[config.mk]
export PLATFORM = sky130hd
export DESIGN_NAME = packet_header_classifier
export DESIGN_NICKNAME = d
export VERILOG_FILES = /design/src/design/phc_pkg.sv /design/src/design/phc_parser.sv /design/src/design/phc_classify.sv /design/src/design/packet_header_classifier.sv
export SDC_FILE = /design/constraint.sdc
export NUM_CORES = 1
export LEC_CHECK = 0
export BUFFER_PORTS_ARGS = -buffer_cell sky130_fd_sc_hd__buf_2
export CAP_MARGIN = 20
export CORE_ASPECT_RATIO = 0.5
export CORE_MARGIN = 4
export CORE_UTILIZATION = 55
export DETAILED_ROUTE_END_ITERATION = 8
export PLACE_DENSITY = 0.81
export SLEW_MARGIN = 20
export SYNTH_ARGS = -nofsm -noshare
export SYNTH_HDL_FRONTEND = slang
export SYNTH_SLANG_ARGS = --single-unit
export TNS_END_PERCENT = 30
[constraint.sdc]
create_clock -name clock -period 11.9 [get_ports clock]
set_clock_uncertainty 0.05 [all_clocks]
set_input_delay 2.38 -clock clock [delete_from_list [all_inputs] [get_ports clock]]
set_output_delay 2.38 -clock clock [all_outputs]
set_load 0.01 [all_outputs]
[src/design/phc_pkg.sv]
// Shared types, constants and helper functions for the packet header classifier.
// No dependencies; every other design file refers to it by scoped names.

package phc_pkg;

   localparam logic [15:0] MAX_FRAME_BYTES = 16'hFFFF;
   localparam int unsigned ICMP_MIN_LEN    = 28;
   localparam int unsigned TCP_HDR_LEN     = 20;
   localparam int unsigned UDP_HDR_LEN     = 8;
   localparam int unsigned IP_MIN_HDR_LEN  = 20;
   localparam int unsigned ARP_MIN_LEN     = 28;
   localparam int unsigned L4_KEEP_BYTES   = 20;
   localparam int unsigned ARP_KEEP_BYTES  = 8;

   localparam logic [15:0] ETYPE_HI_POS = 16'd12;
   localparam logic [15:0] ETYPE_LO_POS = 16'd13;

   localparam logic [15:0] ETH_IPV4 = 16'h0800;
   localparam logic [15:0] ETH_IPV6 = 16'h86DD;
   localparam logic [15:0] ETH_ARP  = 16'h0806;

   localparam logic [7:0] PROTO_ICMP = 8'd1;
   localparam logic [7:0] PROTO_TCP  = 8'd6;
   localparam logic [7:0] PROTO_UDP  = 8'd17;

   localparam logic [15:0] ARP_HRD_ETH  = 16'd1;
   localparam logic [15:0] ARP_OP_REQ   = 16'd1;
   localparam logic [15:0] ARP_OP_REPLY = 16'd2;

   localparam logic [4:0] LINK_LEN_RESET = 5'd14;

   localparam int unsigned RSP_TDATA_W = 136;

   typedef enum logic [2:0] {
      CLASS_DROP     = 3'd0,
      CLASS_TCP      = 3'd1,
      CLASS_UDP      = 3'd2,
      CLASS_ICMP     = 3'd3,
      CLASS_OTHER_IP = 3'd4,
      CLASS_ARP      = 3'd5,
      CLASS_IPV6     = 3'd6,
      CLASS_OTHER    = 3'd7
   } class_type;

   // detail codes: icmp and arp share the field
   localparam logic [1:0] ICMP_UNKNOWN_TYPE = 2'd0;
   localparam logic [1:0] ICMP_UNKNOWN_CODE = 2'd1;
   localparam logic [1:0] ICMP_KNOWN        = 2'd2;
   localparam logic [1:0] ARP_OTHER         = 2'd0;
   localparam logic [1:0] ARP_REQUEST       = 2'd1;
   localparam logic [1:0] ARP_REPLY         = 2'd2;

   // header bytes of one finished frame, handed from parser to classifier
   typedef struct packed {
      logic             len_ok;
      logic [15:0]      l3_len;
      logic [15:0]      ethertype;
      logic [7:0]       ip_vhl;
      logic [7:0]       ip_tos;
      logic [15:0]      ip_ident;
      logic [7:0]       ip_proto;
      logic [5:0][7:0]  l4_head;
      logic [5:0]       l4_flags;
      logic [15:0]      arp_hrd;
      logic [15:0]      arp_pro;
      logic [15:0]      arp_op;
   } frame_snap_type;

   typedef struct packed {
      class_type        pkt_class;
      logic             l4_truncated;
      logic [15:0]      ip_ident;
      logic [7:0]       ip_tos;
      logic [15:0]      source_port;
      logic [15:0]      dst_port;
      logic [5:0]       tcp_flags;
      logic [15:0]      udp_length;
      logic [7:0]       msg_type;
      logic [7:0]       msg_code;
      logic [1:0]       detail_code;
      logic [31:0]      packet_total;
   } result_type;

   function automatic logic [1:0] icmp_detail(input logic [7:0] t, input logic [7:0] c);
      logic [1:0] d;
      begin
         unique case (t)
            8'd0, 8'd4, 8'd8, 8'd13, 8'd14: d = (c == 8'd0)  ? ICMP_KNOWN : ICMP_UNKNOWN_CODE;
            8'd3:                           d = (c <= 8'd13) ? ICMP_KNOWN : ICMP_UNKNOWN_CODE;
            8'd5:                           d = (c <= 8'd3)  ? ICMP_KNOWN : ICMP_UNKNOWN_CODE;
            8'd11:                          d = (c <= 8'd1)  ? ICMP_KNOWN : ICMP_UNKNOWN_CODE;
            8'd12:                          d = (c <= 8'd2)  ? ICMP_KNOWN : ICMP_UNKNOWN_CODE;
            default:                        d = ICMP_UNKNOWN_TYPE;
         endcase
         return d;
      end
   endfunction

endpackage

[src/design/phc_parser.sv]
// Byte-stage of the classifier: input register, per-frame header capture and
// the snapshot register handed on at the last byte. Depends on phc_pkg.

module phc_parser (
   input  logic                  clock,
   input  logic                  reset,
   input  logic [4:0]            link_len,
   input  logic                  req_tvalid,
   output logic                  req_tready,
   input  logic [7:0]            req_tdata,
   input  logic                  req_tlast,
   output logic                  snap_valid,
   input  logic                  snap_take,
   output phc_pkg::frame_snap_type snap
);

   logic        in_valid_ff;
   logic [7:0]  in_byte_ff;
   logic        in_last_ff;

   logic [15:0] offset_ff, offset_in;
   logic [15:0] etype_ff, etype_in;
   logic [7:0]  ip_ff  [5];
   logic [7:0]  ip_in  [5];
   logic [7:0]  l4_ff  [phc_pkg::L4_KEEP_BYTES];
   logic [7:0]  l4_in  [phc_pkg::L4_KEEP_BYTES];
   logic [7:0]  arp_ff [phc_pkg::ARP_KEEP_BYTES];
   logic [7:0]  arp_in [phc_pkg::ARP_KEEP_BYTES];

   logic                    snap_valid_ff;
   phc_pkg::frame_snap_type snap_ff, snap_in;

   logic        snap_free, advance, store, above, l4_hit;
   logic [15:0] rel, hl, l4_idx, frame_len;

   assign snap_free  = !snap_valid_ff || snap_take;
   assign advance    = in_valid_ff && (!in_last_ff || snap_free);
   assign req_tready = !in_valid_ff || advance;
   assign snap_valid = snap_valid_ff;
   assign snap       = snap_ff;

   always_comb begin
      store  = (offset_ff != phc_pkg::MAX_FRAME_BYTES);
      above  = (offset_ff >= {11'd0, link_len});
      rel    = offset_ff - {11'd0, link_len};

      etype_in = etype_ff;
      if (store && offset_ff == phc_pkg::ETYPE_HI_POS) etype_in[15:8] = in_byte_ff;
      if (store && offset_ff == phc_pkg::ETYPE_LO_POS) etype_in[7:0]  = in_byte_ff;

      ip_in = ip_ff;
      if (store && above) begin
         priority if (rel == 16'd0) ip_in[0] = in_byte_ff;
         else if (rel == 16'd1) ip_in[1] = in_byte_ff;
         else if (rel == 16'd4) ip_in[2] = in_byte_ff;
         else if (rel == 16'd5) ip_in[3] = in_byte_ff;
         else if (rel == 16'd9) ip_in[4] = in_byte_ff;
      end

      // transport offset follows the header length, including this byte's update
      hl     = {10'd0, ip_in[0][3:0], 2'b00};
      l4_idx = rel - hl;
      l4_hit = store && above && (rel >= hl) && (l4_idx < 16'(phc_pkg::L4_KEEP_BYTES));
      for (int i = 0; i < phc_pkg::L4_KEEP_BYTES; i++) begin
         l4_in[i] = (l4_hit && l4_idx[4:0] == 5'(i)) ? in_byte_ff : l4_ff[i];
      end
      for (int i = 0; i < phc_pkg::ARP_KEEP_BYTES; i++) begin
         arp_in[i] = (store && above && rel < 16'(phc_pkg::ARP_KEEP_BYTES) && rel[2:0] == 3'(i))
                     ? in_byte_ff : arp_ff[i];
      end

      offset_in = store ? offset_ff + 16'd1 : offset_ff;
      frame_len = store ? offset_ff + 16'd1 : phc_pkg::MAX_FRAME_BYTES;

      snap_in.len_ok    = (frame_len >= {11'd0, link_len});
      snap_in.l3_len    = frame_len - {11'd0, link_len};
      snap_in.ethertype = etype_in;
      snap_in.ip_vhl    = ip_in[0];
      snap_in.ip_tos    = ip_in[1];
      snap_in.ip_ident  = {ip_in[2], ip_in[3]};
      snap_in.ip_proto  = ip_in[4];
      for (int i = 0; i < 6; i++) begin
         snap_in.l4_head[i] = l4_in[i];
      end
      snap_in.l4_flags  = l4_in[13][5:0];
      snap_in.arp_hrd   = {arp_in[0], arp_in[1]};
      snap_in.arp_pro   = {arp_in[2], arp_in[3]};
      snap_in.arp_op    = {arp_in[6], arp_in[7]};
   end

   always_ff @(posedge clock) begin
      if (reset) begin
         in_valid_ff   <= 1'b0;
         snap_valid_ff <= 1'b0;
         offset_ff     <= '0;
         etype_ff      <= '0;
         for (int i = 0; i < 5; i++) ip_ff[i] <= '0;
         for (int i = 0; i < phc_pkg::L4_KEEP_BYTES; i++) l4_ff[i] <= '0;
         for (int i = 0; i < phc_pkg::ARP_KEEP_BYTES; i++) arp_ff[i] <= '0;
      end else begin
         if (req_tready) begin
            in_valid_ff <= req_tvalid;
         end
         if (advance && in_last_ff) begin
            snap_valid_ff <= 1'b1;
         end else if (snap_take) begin
            snap_valid_ff <= 1'b0;
         end
         if (advance) begin
            if (in_last_ff) begin
               offset_ff <= '0;
               etype_ff  <= '0;
               for (int i = 0; i < 5; i++) ip_ff[i] <= '0;
               for (int i = 0; i < phc_pkg::L4_KEEP_BYTES; i++) l4_ff[i] <= '0;
               for (int i = 0; i < phc_pkg::ARP_KEEP_BYTES; i++) arp_ff[i] <= '0;
            end else begin
               offset_ff <= offset_in;
               etype_ff  <= etype_in;
               ip_ff     <= ip_in;
               l4_ff     <= l4_in;
               arp_ff    <= arp_in;
            end
         end
      end
   end

   always_ff @(posedge clock) begin
      if (req_tready && req_tvalid) begin
         in_byte_ff <= req_tdata;
         in_last_ff <= req_tlast;
      end
      if (advance && in_last_ff) begin
         snap_ff <= snap_in;
      end
   end

endmodule

[src/design/phc_classify.sv]
// Frame-stage of the classifier: header checks, class decision, packet counter
// and the result register. Depends on phc_pkg.

module phc_classify (
   input  logic                    clock,
   input  logic                    reset,
   input  logic                    snap_valid,
   output logic                    snap_take,
   input  phc_pkg::frame_snap_type snap,
   output logic                    rsp_tvalid,
   input  logic                    rsp_tready,
   output phc_pkg::result_type     rsp
);

   logic                rsp_valid_ff;
   phc_pkg::result_type rsp_ff, rsp_in;
   logic [31:0]         total_ff, total_in;

   logic [15:0] hl, l4_len;
   logic        ip_ok, arp_ok, counted, is_ipv4, is_arp;

   assign snap_take  = snap_valid && (!rsp_valid_ff || rsp_tready);
   assign rsp_tvalid = rsp_valid_ff;
   assign rsp        = rsp_ff;

   always_comb begin
      hl      = {10'd0, snap.ip_vhl[3:0], 2'b00};
      l4_len  = snap.l3_len - hl;
      is_ipv4 = (snap.ethertype == phc_pkg::ETH_IPV4);
      is_arp  = (snap.ethertype == phc_pkg::ETH_ARP);
      ip_ok   = (snap.l3_len >= 16'(phc_pkg::IP_MIN_HDR_LEN)) && (snap.ip_vhl[7:4] == 4'd4)
                && (hl >= 16'(phc_pkg::IP_MIN_HDR_LEN)) && (snap.l3_len >= hl);
      arp_ok  = (snap.l3_len >= 16'(phc_pkg::ARP_MIN_LEN))
                && (snap.arp_hrd == phc_pkg::ARP_HRD_ETH) && (snap.arp_pro == phc_pkg::ETH_IPV4);
      counted  = snap.len_ok && ((is_ipv4 && ip_ok) || (is_arp && arp_ok));
      total_in = total_ff + {31'd0, counted};

      rsp_in              = '0;
      rsp_in.pkt_class    = phc_pkg::CLASS_DROP;
      rsp_in.packet_total = total_in;
      if (snap.len_ok) begin
         priority if (is_ipv4) begin
            if (ip_ok) begin
               rsp_in.ip_ident = snap.ip_ident;
               rsp_in.ip_tos   = snap.ip_tos;
               priority if (snap.ip_proto == phc_pkg::PROTO_TCP) begin
                  rsp_in.pkt_class = phc_pkg::CLASS_TCP;
                  if (l4_len < 16'(phc_pkg::TCP_HDR_LEN)) begin
                     rsp_in.l4_truncated = 1'b1;
                  end else begin
                     rsp_in.source_port = {snap.l4_head[0], snap.l4_head[1]};
                     rsp_in.dst_port    = {snap.l4_head[2], snap.l4_head[3]};
                     rsp_in.tcp_flags   = snap.l4_flags;
                  end
               end else if (snap.ip_proto == phc_pkg::PROTO_UDP) begin
                  rsp_in.pkt_class = phc_pkg::CLASS_UDP;
                  if (l4_len < 16'(phc_pkg::UDP_HDR_LEN)) begin
                     rsp_in.l4_truncated = 1'b1;
                  end else begin
                     rsp_in.source_port = {snap.l4_head[0], snap.l4_head[1]};
                     rsp_in.dst_port    = {snap.l4_head[2], snap.l4_head[3]};
                     rsp_in.udp_length  = {snap.l4_head[4], snap.l4_head[5]};
                  end
               end else if (snap.ip_proto == phc_pkg::PROTO_ICMP) begin
                  rsp_in.pkt_class = phc_pkg::CLASS_ICMP;
                  if (l4_len < 16'(phc_pkg::ICMP_MIN_LEN)) begin
                     rsp_in.l4_truncated = 1'b1;
                  end else begin
                     rsp_in.msg_type    = snap.l4_head[0];
                     rsp_in.msg_code    = snap.l4_head[1];
                     rsp_in.detail_code = phc_pkg::icmp_detail(snap.l4_head[0], snap.l4_head[1]);
                  end
               end else begin
                  rsp_in.pkt_class = phc_pkg::CLASS_OTHER_IP;
               end
            end
         end else if (snap.ethertype == phc_pkg::ETH_IPV6) begin
            rsp_in.pkt_class = phc_pkg::CLASS_IPV6;
         end else if (is_arp) begin
            if (arp_ok) begin
               rsp_in.pkt_class = phc_pkg::CLASS_ARP;
               priority if (snap.arp_op == phc_pkg::ARP_OP_REQ) rsp_in.detail_code = phc_pkg::ARP_REQUEST;
               else if (snap.arp_op == phc_pkg::ARP_OP_REPLY) rsp_in.detail_code = phc_pkg::ARP_REPLY;
               else rsp_in.detail_code = phc_pkg::ARP_OTHER;
            end
         end else begin
            rsp_in.pkt_class = phc_pkg::CLASS_OTHER;
         end
      end
   end

   always_ff @(posedge clock) begin
      if (reset) begin
         rsp_valid_ff <= 1'b0;
         total_ff     <= '0;
      end else begin
         if (snap_take) begin
            rsp_valid_ff <= 1'b1;
            total_ff     <= total_in;
         end else if (rsp_tready) begin
            rsp_valid_ff <= 1'b0;
         end
      end
   end

   always_ff @(posedge clock) begin
      if (snap_take) begin
         rsp_ff <= rsp_in;
      end
   end

endmodule

[src/design/packet_header_classifier.sv]
// Top level of the packet header classifier: configuration register and the
// parser and classifier stages. Depends on phc_pkg, phc_parser, phc_classify.
//
// Frame bytes enter on req_* one word per cycle, req_tlast on the final byte.
// The ethertype is read from bytes 12-13 and layer 3 starts link_header_length
// bytes in (csr_data, reset value 14). For each frame one summary word leaves
// on rsp_*, carrying the class in rsp_tuser and the header fields plus running
// IPv4/ARP packet count in rsp_tdata.
// A result reaches rsp_* through the input register, then the snapshot register,
// then the result register, after its last byte is accepted.
// Throughput: one byte per cycle unless rsp_tready stalls, sustained across
// frame boundaries; the result and snapshot registers let the next frame
// stream in while a summary is waiting.
// When the receiver holds rsp_tready low the result holds; one further
// summary parks in the snapshot register, after which a last byte stalls
// req_tready. Non-last bytes keep flowing.
// Reset clears the frame state, the packet counter and the pipeline valids
// and restores the register to 14. csr_* writes are always taken and should
// be issued only while no frame is in flight.

module packet_header_classifier (
   input  logic                            clock,
   input  logic                            reset,
   input  logic                            req_tvalid,
   output logic                            req_tready,
   input  logic [7:0]                      req_tdata,  // data_byte
   input  logic                            req_tlast,
   output logic                            rsp_tvalid,
   input  logic                            rsp_tready,
   // l4_truncated, ip_ident, ip_tos, source_port, dst_port, tcp_flags, udp_length,
   // msg_type, msg_code, detail_code, packet_total, zero fill
   output logic [phc_pkg::RSP_TDATA_W-1:0] rsp_tdata,
   output logic [2:0]                      rsp_tuser,  // pkt_class
   input  logic                            csr_valid,
   output logic                            csr_ready,
   input  logic [4:0]                      csr_data    // link_header_length
);

   logic [4:0]              link_len_q_ff;
   logic                    snap_valid, snap_take;
   phc_pkg::frame_snap_type snap;
   phc_pkg::result_type     rsp;

   assign csr_ready   = 1'b1;

   always_ff @(posedge clock) begin
      if (reset) begin
         link_len_q_ff <= phc_pkg::LINK_LEN_RESET;
      end else if (csr_valid) begin
         link_len_q_ff <= csr_data;
      end
   end

   phc_parser u_parser (
      .clock      (clock),
      .reset      (reset),
      .link_len   (link_len_q_ff),
      .req_tvalid (req_tvalid),
      .req_tready (req_tready),
      .req_tdata  (req_tdata),
      .req_tlast  (req_tlast),
      .snap_valid (snap_valid),
      .snap_take  (snap_take),
      .snap       (snap)
   );

   phc_classify u_classify (
      .clock      (clock),
      .reset      (reset),
      .snap_valid (snap_valid),
      .snap_take  (snap_take),
      .snap       (snap),
      .rsp_tvalid (rsp_tvalid),
      .rsp_tready (rsp_tready),
      .rsp        (rsp)
   );

   assign rsp_tuser = rsp.pkt_class;
   assign rsp_tdata = {7'd0,
                       rsp.packet_total, rsp.detail_code, rsp.msg_code, rsp.msg_type,
                       rsp.udp_length, rsp.tcp_flags, rsp.dst_port, rsp.source_port,
                       rsp.ip_tos, rsp.ip_ident, rsp.l4_truncated};

endmodule

==> results.md, run 1 <==
- Status: complete, no violations
- F_max: 142 MHz
- Sequential Power Share: 54.2%
- DP Wirelength: 34300 um
- Maximum VDD drop: 0.000111 V
- # Max-Cap Violations: 0
- Max stage delay on crit path: 790 ps
- Sequential Area: 0.0138 mm^2
- H-tree lvl count: 2
- Mapped Area: 0.0232 mm^2
- Max_slew headroom: 26.2%
- Slew Limit Fails: 0
- Post-synth top flop: edfxtp_1
- I/O pin cnt: 161
- Layout cell share with drive strength beyond 1: 18.8%
- Critical Path Fanout Max: 17
- Register-to-Register Path Depth: 23
- GR Util All Layers: 22.6%
- Die height: 153 um
- Starting Density: 56.5%
- Critical path required time: 12360 ps
- Clock-pin slew on the worst setup and hold paths: 70 ps
- Top delay family on crit path: simple AND/OR/NAND/NOR gates
- Vias in the first global route: 15500
- Hold Path Stages: 2
- First-pass GRT wire length: 84400 um
- Asr flop ratio synth: 0%
- Kind of critical path: reg -> reg
- Worst reg2reg endpoint: u_parser.l4_ff[157]$_SDFFE_PP0P_
- WHS Endpoint: u_classify.total_ff[0]$_SDFFE_PP0P_
- Int Pwr: 0.00284 W
- Clock buffer depth: 3
- Core footprint: 0.0411 mm^2
- Count of cell types in the netlist: 79
- Crit path launch type: flop
- Slowest CP cell: nor4_4
- Fillers: 3102
- Worst Hold Class: reg -> reg
- Min Clock Period, post-route: 7060 ps
- Flop2flop setup slack: 4840 ps
- Tcrit/Tclk final: 59.4%
- Syn avg cell area: 11.4 um^2
- EDFF count, synth: 316
- Largest net degree at the start of global routing: 92
- Post-synthesis sequential area ratio: 59.4%
- Routed vias: 16100
- Die X: 298 um
- Comb pwr share: 4.1%
- RSZ-0062 raised after global routing: false
- Initial antenna violation count: 0
- Psw: 0.000793 W
- Cell Rows: 52
- Area grow syn2layout: 11.9%
- Hold Fails Final Rpt: 0
- Worst Tran Pin Value: 1100 ps
- Commonest non-fill, non-tap cell in the layout: edfxtp_1
- Pwr Density: 140 mW/mm^2
- Most frequent cells in the layout: edfxtp_1 (316), nor2_1 (223), dfxtp_1 (214)
- Cts bufs inserted: 46
- Final wirelength: 52900 um
- Drt drc: 0
- Die area: 0.0457 mm^2
- Wire per inst: 19.3 um
- Final GP Congestion: 0.946
- CP Buf/Inv Count: 1
- Portion of total power attributed to the clock network: 41.8%
- Arrival time at the worst endpoint: 7520 ps
- Setup TNS: 0 ps
- Post_cts resized: 0
- Hold Path Origin: u_classify.total_ff[0]$_SDFFE_PP0P_
- Post-layout net count: 2189
- Syn. warnings: 0
- Switch share: 21.8%
- DR pass1 iterations: 5
- Post-Syn Instances: 2037
- IO Port Bufs: 152
- Worst reg2reg path startpoint: u_parser.offset_ff[0]$_SDFFE_PP0P_
- Final Setup Violations: 0
- Final core occ: 63.2%
- # hold bufs at CTS: 0
- Leak Pwr: 10.2 nW
- CTS tree: yes
- Clock sinks: 530
- Diodes inserted: 0
- CP startpoint: u_parser.offset_ff[0]$_SDFFE_PP0P_
- Number of vias per cell: 5.85
- Starting DRC count in detailed routing: 1905
- Footprint of the multi-input gates: 0.00884 mm^2
- Crit-path cells: inv_1 > ha_1 > fa_1 > nor2b_4 > o31a_2 > nor2_2 > or4_1 > a2bb2oi_2 > nand3_4 > nand2_1 > nand2_1 > ha_1 > fa_1 > nand2b_1 > or2_2 > nor4_1 > and3_1 > nor3_1 > o311a_1 > or2_1 > nor4_4 > and2_0 > a22o_1
- Postcts setup bufs: 0
- CTS root buf: clkbuf_16
- Final antenna-violating net count: 0
- Total gr overflow: 0
- Skew-Pair Late Insertion Delay: 570 ps
- Synthesized flop and latch total: 530
- CP endpoint kind: flop
[metrics by stage]
stage | setup slack, ps | cell area [um^2] | std cells | hold slack, ps | power (W)
after floorplan | 945 | 23200 | 2043 | 391 | 0.00210
after global placement | 5070 | 24400 | 2661 | 399 | 0.00215
after detailed placement | 4950 | 24400 | 2661 | 406 | 0.00215
after CTS | 4910 | 25900 | 2747 | 417 | 0.00365
after global routing | 4440 | 26000 | 2748 | 438 | 0.00375
final | 4840 | 26000 | 2748 | 416 | 0.00364
[synth_stat cells (15+ instances only)]
cell      count  area [um^2]
o21ai_0      39          195
nor3_1       21          105
mux2_2      126         1420
and3_1       59          369
edfxtp_1    316         9490
a21o_1       21          158
or3_1        22          138
nand4_1      15         93.8
nand2_1     207          777
inv_1        35          131
nor2_1      225          845
xor2_1       44          385
clkbuf_1     98          368
nand3_1      44          220
a22o_1       32          280
o211ai_1     15          113
a21oi_1      45          225
dfxtp_1     214         4280
mux2i_1      16          160
nor2b_1      18          113
nor4_1       26          163
a22oi_1     108          811
xnor2_1      40          350
ha_1         23          288
and2_1       77          482
[tightest hold or removal path: cells and delay by family (launching register included)]
family,cells,cell delay [ps]
AO/OA/AOI/OAI,1,50
AND/OR/NAND/NOR,1,50
flip-flops,1,320
[routing by layer]
| layer | track usage (%) | wire length [um] |
|---|---|---|
| met1 | 32.3 | 23600 |
| met3 | 3.57 | 4030 |
| met4 | 4.65 | 804 |
| met2 | 37.0 | 24500 |
| met5 | 0 | 0 |
[logic make-up (layout without fill, tap and decap cells)]
family	Yosys count	count (layout)	share of synthesized area, %
muxes	144	144	6.93
adders and majority gates	27	27	1.59
xor gates and xnor gates	84	84	3.17
DFF	530	530	59.4
buffers and inverters	159	297	2.80
AOI/OAI and AO/OA	321	321	9.84
other	2	8	0.0324
and+or+nand+nor	770	770	16.3
[state kept, by name (all words and copies together) (netlist names)]
register               flops
u_classify.total_ff       32
u_parser.offset_ff        16
link_len_q_ff              5
u_parser.ip_ff            40
u_parser.in_byte_ff        8
u_parser.arp_ff           48
u_parser.in_valid_ff       1
u_parser.l4_ff            54
u_parser.snap            175
u_classify.rsp           132
u_parser.in_last_ff        1
u_classify.rsp_tvalid      1
u_parser.snap_valid        1
u_parser.etype_ff         16
[power groups by stage]
stage	Sequential, W	Clock [W]	Combinational (W)
floorplan	0.00202	0	0.0000870
global placement	0.00201	0	0.000143
detailed placement	0.00201	0	0.000144
CTS	0.00197	0.00154	0.000145
global route	0.00197	0.00162	0.000159
finish	0.00197	0.00152	0.000148
[worst max path at each step]
| stage | endpoint | slack, ps | cells after the start |
|---|---|---|---|
| 5_1_grt | u_parser.l4_ff[143]$_SDFFE_PP0P_ | 4440 | 23 |
| 6_report | u_parser.l4_ff[157]$_SDFFE_PP0P_ | 4840 | 23 |
| 4_1_cts | u_parser.l4_ff[157]$_SDFFE_PP0P_ | 4910 | 23 |
| 3_5_place_dp | u_parser.snap[88]$_DFFE_PP_ | 4950 | 22 |
| 3_3_place_gp | u_parser.snap[87]$_DFFE_PP_ | 5070 | 22 |
| 2_1_floorplan | u_parser.snap[0]$_DFFE_PP_ | 940 | 5 |
[layout make-up]
| cell class | instances | share of cell area [%] |
|---|---|---|
| clock buffer | 69 | 5.32 |
| clock inverter | 17 | 0.622 |
| inverter | 36 | 0.540 |
| multi-input combinational | 1354 | 34.0 |
| sequential | 530 | 53.1 |
| tap | 567 | 2.73 |
| timing repair buffer | 175 | 3.68 |
No activity file was read; power rests on OpenSTA's default activity.
==> inputs of run 2 (changes only) <==
--- a/config.mk
+++ b/config.mk
@@ -11,7 +11,7 @@
 export CORE_MARGIN = 4
 export CORE_UTILIZATION = 55
 export DETAILED_ROUTE_END_ITERATION = 8
-export PLACE_DENSITY = 0.81
+export PLACE_DENSITY = 0.84
 export SLEW_MARGIN = 20
 export SYNTH_ARGS = -nofsm -noshare
 export SYNTH_HDL_FRONTEND = slang
==> constraint.sdc (replaced) <==
create_clock -name clock -period 5.8 [get_ports clock]
set_clock_uncertainty 0.05 [all_clocks]
set_input_delay 1.16 -clock clock [delete_from_list [all_inputs] [get_ports clock]]
set_output_delay 1.16 -clock clock [all_outputs]
set_load 0.01 [all_outputs]
==> results.md, run 2 (synthesis results as in run 1) <==
- Final wirelength: 55900 um
- CP endpoint kind: flop
- Clock buffer depth: 3
- I/O pin cnt: 161
- DRT met1 WL: 24500 um
- Layout cell share with drive strength beyond 1: 23.4%
- Max stage delay on crit path: 570 ps
- Tcrit/Tclk final: 99.3%
- Starting DRC count in detailed routing: 1827
- Hold Path Origin: u_classify.total_ff[0]$_SDFFE_PP0P_
- Die X: 298 um
- # Max-Cap Violations: 0
- Clock sinks: 530
- Slew Limit Fails: 0
- Die height: 153 um
- Maximum VDD drop: 0.000257 V
- # hold bufs at CTS: 0
- Final GP Congestion: 0.925
- Critical Path Fanout Max: 7
- Pwr Density: 278 mW/mm^2
- Hold Fails Final Rpt: 0
- Skew-Pair Late Insertion Delay: 580 ps
- Arrival time at the worst endpoint: 6050 ps
- Die area: 0.0457 mm^2
- Wire length on met3: 4330 um
- First-pass GRT wire length: 87300 um
- Diodes inserted: 0
- CTS tree: yes
- Worst Hold Class: reg -> reg
- Most frequent cells in the layout: edfxtp_1 (316), nor2_1 (223), dfxtp_1 (213)
- Final antenna-violating net count: 0
- Min Clock Period, post-route: 5760 ps
- Wire length on met2: 25900 um
- Wire per inst: 19.7 um
- Kind of critical path: reg -> reg
- Number of vias per cell: 5.88
- Vias in the first global route: 16000
- Top delay family on crit path: simple AND/OR/NAND/NOR gates
- Cts bufs inserted: 45
- DR pass1 iterations: 8
- Worst Tran Pin Value: 1120 ps
- Top layer in use: met4
- Routed vias: 16700
- Max_slew headroom: 25.7%
- Critical path required time: 6080 ps
- Starting Density: 56.5%
- DP Wirelength: 36200 um
- GR Util All Layers: 23.6%
- Slowest CP cell: or4_4
- Clock-pin slew on the worst setup and hold paths: 70 ps
- Largest register FFs: 175
- Initial antenna violation count: 2
- Drt drc: 0
- Fin worst setup slack: 38.1 ps
- Largest net degree at the start of global routing: 101
- Commonest non-fill, non-tap cell in the layout: edfxtp_1
- Final Setup Violations: 0
- Crit path launch type: flop
- Flop2flop setup slack: 40 ps
- Worst reg2reg path startpoint: u_parser.offset_ff[0]$_SDFFE_PP0P_
- Area grow syn2layout: 16.5%
- Final core occ: 65.9%
- CP Buf/Inv Count: 5
- Total gr overflow: 0
- F_max: 174 MHz
- IO Port Bufs: 152
- CTS root buf: clkbuf_16
- RSZ-0062 raised after global routing: true
- Core footprint: 0.0411 mm^2
- Post-layout net count: 2283
- H-tree lvl count: 2
- Status: complete, no violations
- Cell Rows: 52
- Place WS: -276 ps
- Leak Pwr: 10.8 nW
- CP startpoint: u_parser.offset_ff[0]$_SDFFE_PP0P_
[run 2: final timing paths]
check,end,depth (start not counted)
worst max-delay path,u_parser.snap[59]$_DFFE_PP_,25
worst min-delay path,u_classify.total_ff[0]$_SDFFE_PP0P_,2
worst max register to register,u_parser.snap[59]$_DFFE_PP_,25
worst min register to register,u_classify.total_ff[0]$_SDFFE_PP0P_,2
[run 2: final cells by class]
type	count	area, um^2
tap	567	709
clock buffer	63	1340
clock inverter	21	215
fill	2889	14000
multi-input combinational	1354	9110
inverter	36	140
timing repair buffer	270	1750
sequential	530	13800
[run 2: through the flow]
step	area, um^2	hold slack (ps)	std cells	TNS, ps	power, W
finish	27000	420	2841	0	0.00752
detailed placement	25100	409	2743	-13100	0.00444
CTS	26600	425	2829	0	0.00753
global placement	25100	398	2743	-6020	0.00443
global route	27000	447	2841	-2950	0.00775
floorplan	23200	391	2043	-46570	0.00431
[run 2: per-layer routing]
layer,vias up,track usage [%]
li1,7754,-
met1,8173,34.0
met2,676,38.3
met3,106,3.60
met4,0,5.25
met5,-,0
[run 2: worst register-to-register path, cell delays in order (launching register included)]
cell       delay (ps)
dfxtp_2           330
inv_2              50
ha_4              150
fa_2              390
nor2b_4           140
o31a_4            210
o2111ai_4         120
or3b_4            420
nor3_4            280
and3_4            270
buf_6             110
nand2_2            60
nand2_2           120
fa_2              210
nand2b_4          120
or2_4             110
nor4_2             40
and3_4            210
or4_4             570
xnor2_4           160
or3_4             380
buf_6             140
nor4_4            250
buf_4             180
buf_12            130
mux2_4            310
[run 2: timing repair]
action | 4_1_cts | 5_1_grt
buffers inserted | 1 | 12
cloned | 1 | 1
hold endpoints to repair | 0 | 0
gates resized for setup | 8 | 64
pin swaps | 5 | 29
setup endpoints to repair | 64 | 104
[run 2: power by group]
part	switching (W)	leakage (nW)	total [W]	internal, W
combinational	0.000251	5.28	0.000338	0.0000865
sequential	0.0000229	4.75	0.00404	0.00402
clock	0.00138	0.761	0.00314	0.00176
total	0.00166	10.8	0.00752	0.00586
==> inputs of run 3 (changes only) <==
--- a/config.mk
+++ b/config.mk
@@ -9,9 +9,10 @@
 export CAP_MARGIN = 20
 export CORE_ASPECT_RATIO = 0.5
 export CORE_MARGIN = 4
-export CORE_UTILIZATION = 55
+export CORE_UTILIZATION = 50
 export DETAILED_ROUTE_END_ITERATION = 8
-export PLACE_DENSITY = 0.84
+export PLACE_DENSITY = 0.78
+export SETUP_SLACK_MARGIN = 0.1
 export SLEW_MARGIN = 20
 export SYNTH_ARGS = -nofsm -noshare
 export SYNTH_HDL_FRONTEND = slang
==> results.md, run 3 (synthesis results as in run 1) <==
- Pwr Density: 274 mW/mm^2
- Worst reg2reg path startpoint: u_parser.offset_ff[0]$_SDFFE_PP0P_
- DR pass1 iterations: 6
- H-tree lvl count: 2
- Cell Rows: 55
- Number of vias per cell: 5.70
- Hold Path Origin: u_classify.total_ff[0]$_SDFFE_PP0P_
- # Max-Cap Violations: 0
- Kind of critical path: reg -> reg
- Largest register FFs: 175
- Hold Fails Final Rpt: 0
- Die height: 160 um
- Final GP Congestion: 0.951
- Die X: 313 um
- Footprint of the multi-input gates: 0.00907 mm^2
- Skew-Pair Late Insertion Delay: 580 ps
- Clock buffer depth: 3
- First-pass GRT wire length: 86900 um
- Clock-pin slew on the worst setup and hold paths: 70 ps
- Setup TNS: 0 ps
- Critical path required time: 6060 ps
- DP Wirelength: 36100 um
- RSZ-0062 raised after global routing: false
- Final wirelength: 55500 um
- Worst Tran Pin Value: 1090 ps
- Commonest non-fill, non-tap cell in the layout: edfxtp_1
- Worst Hold Class: reg -> reg
- Wire per inst: 19.2 um
- Min Clock Period, post-route: 5570 ps
- CTS tree: yes
- Final Setup Violations: 0
- Area grow syn2layout: 15.7%
- Drt drc: 0
- Max_slew headroom: 27.2%
- Critical Path Fanout Max: 7
- CP endpoint kind: flop
- Crit path launch type: flop
- Total gr overflow: 0
- Tcrit/Tclk final: 96.0%
- Clock sinks: 530
- Die area: 0.0501 mm^2
- CTS root buf: clkbuf_16
- CP startpoint: u_parser.offset_ff[0]$_SDFFE_PP0P_
- Final antenna-violating net count: 0
- Starting Density: 50.9%
- Most frequent cells in the layout: edfxtp_1 (316), nor2_1 (222), dfxtp_1 (213)
- Status: complete, no violations
- Leak Pwr: 10.7 nW
- Fin worst setup slack: 230 ps
- Diodes inserted: 0
- Arrival time at the worst endpoint: 5830 ps
- Place WS: -178 ps
- Layout cell share with drive strength beyond 1: 23.0%
- Starting DRC count in detailed routing: 1774
- Final core occ: 58.9%
- Slew Limit Fails: 0
- Initial antenna violation count: 0
- Largest net degree at the start of global routing: 95
- I/O pin cnt: 161
- IO Port Bufs: 152
- Fillers: 3579
- F_max: 180 MHz
- Vias in the first global route: 15900
- Core footprint: 0.0456 mm^2
- Sequential Area: 0.0138 mm^2
- Post-layout net count: 2273
- Routed vias: 16500
- Maximum VDD drop: 0.000203 V
- Cts bufs inserted: 45
- GR Util All Layers: 21.3%
- # hold bufs at CTS: 0
## run 3: area by class of cell
class | instances | area share (%)
clock inverter | 12 | 0.429
timing repair buffer | 260 | 6.12
sequential | 530 | 51.3
multi-input combinational | 1354 | 33.8
clock buffer | 70 | 4.92
tap | 627 | 2.92
inverter | 36 | 0.522
## run 3: final timing paths
check                                             end  cells after the start  slack (ps)
setup reg to reg          u_parser.snap[79]$_DFFE_PP_                     25         230
hold / removal    u_classify.total_ff[0]$_SDFFE_PP0P_                      2         430
setup / recovery          u_parser.snap[79]$_DFFE_PP_                     25         230
hold reg to reg   u_classify.total_ff[0]$_SDFFE_PP0P_                      2         430
## run 3: per-layer routing
layer,up-vias,wire length (um),track usage (%)
met2,606,25900,34.8
met3,95,3990,3.34
met4,0,1170,5.30
met1,8038,24400,30.1
met5,-,0,0
li1,7727,-,-
## run 3: worst max-delay path, cell delays in order, from the launching register on
cell and delay, ps:
dfxtp_2 340, inv_2 50, ha_4 150, fa_2 370, nor2b_4 140, o31a_4 190, o2111ai_4 140, or3b_4 440
nor3_4 250, and3_4 240, buf_4 110, nand2_1 80, nand2_2 120, inv_2 50, ha_4 220, nand2b_4 70
or2_4 100, nor4_2 30, and3_4 220, buf_6 110, or4_4 420, xnor2_2 150, or3_4 390, or3_4 420
buf_4 170, mux2_2 270
## run 3: power by group
group / total (W) / internal (W) / switching (W)
Combinational: 0.000333 / 0.0000839 / 0.000249
Sequential: 0.00404 / 0.00402 / 0.0000246
Clock: 0.00298 / 0.00166 / 0.00133
## run 3: repair_timing
item,4_1_cts,5_1_grt
pin swaps,4,16
setup endpoints to repair,64,109
setup buffers,2,10
gates cloned,0,1
resized for setup,7,47
## run 3: metrics by stage
step                instances  cell area, um^2  hold WS [ps]  total power (W)
floorplan                2043            23200           391          0.00431
global placement         2794            25000           397          0.00444
detailed placement       2794            25100           413          0.00444
CTS                      2878            26500           429          0.00739
global route             2889            26900           450          0.00759
finish                   2889            26900           428          0.00736
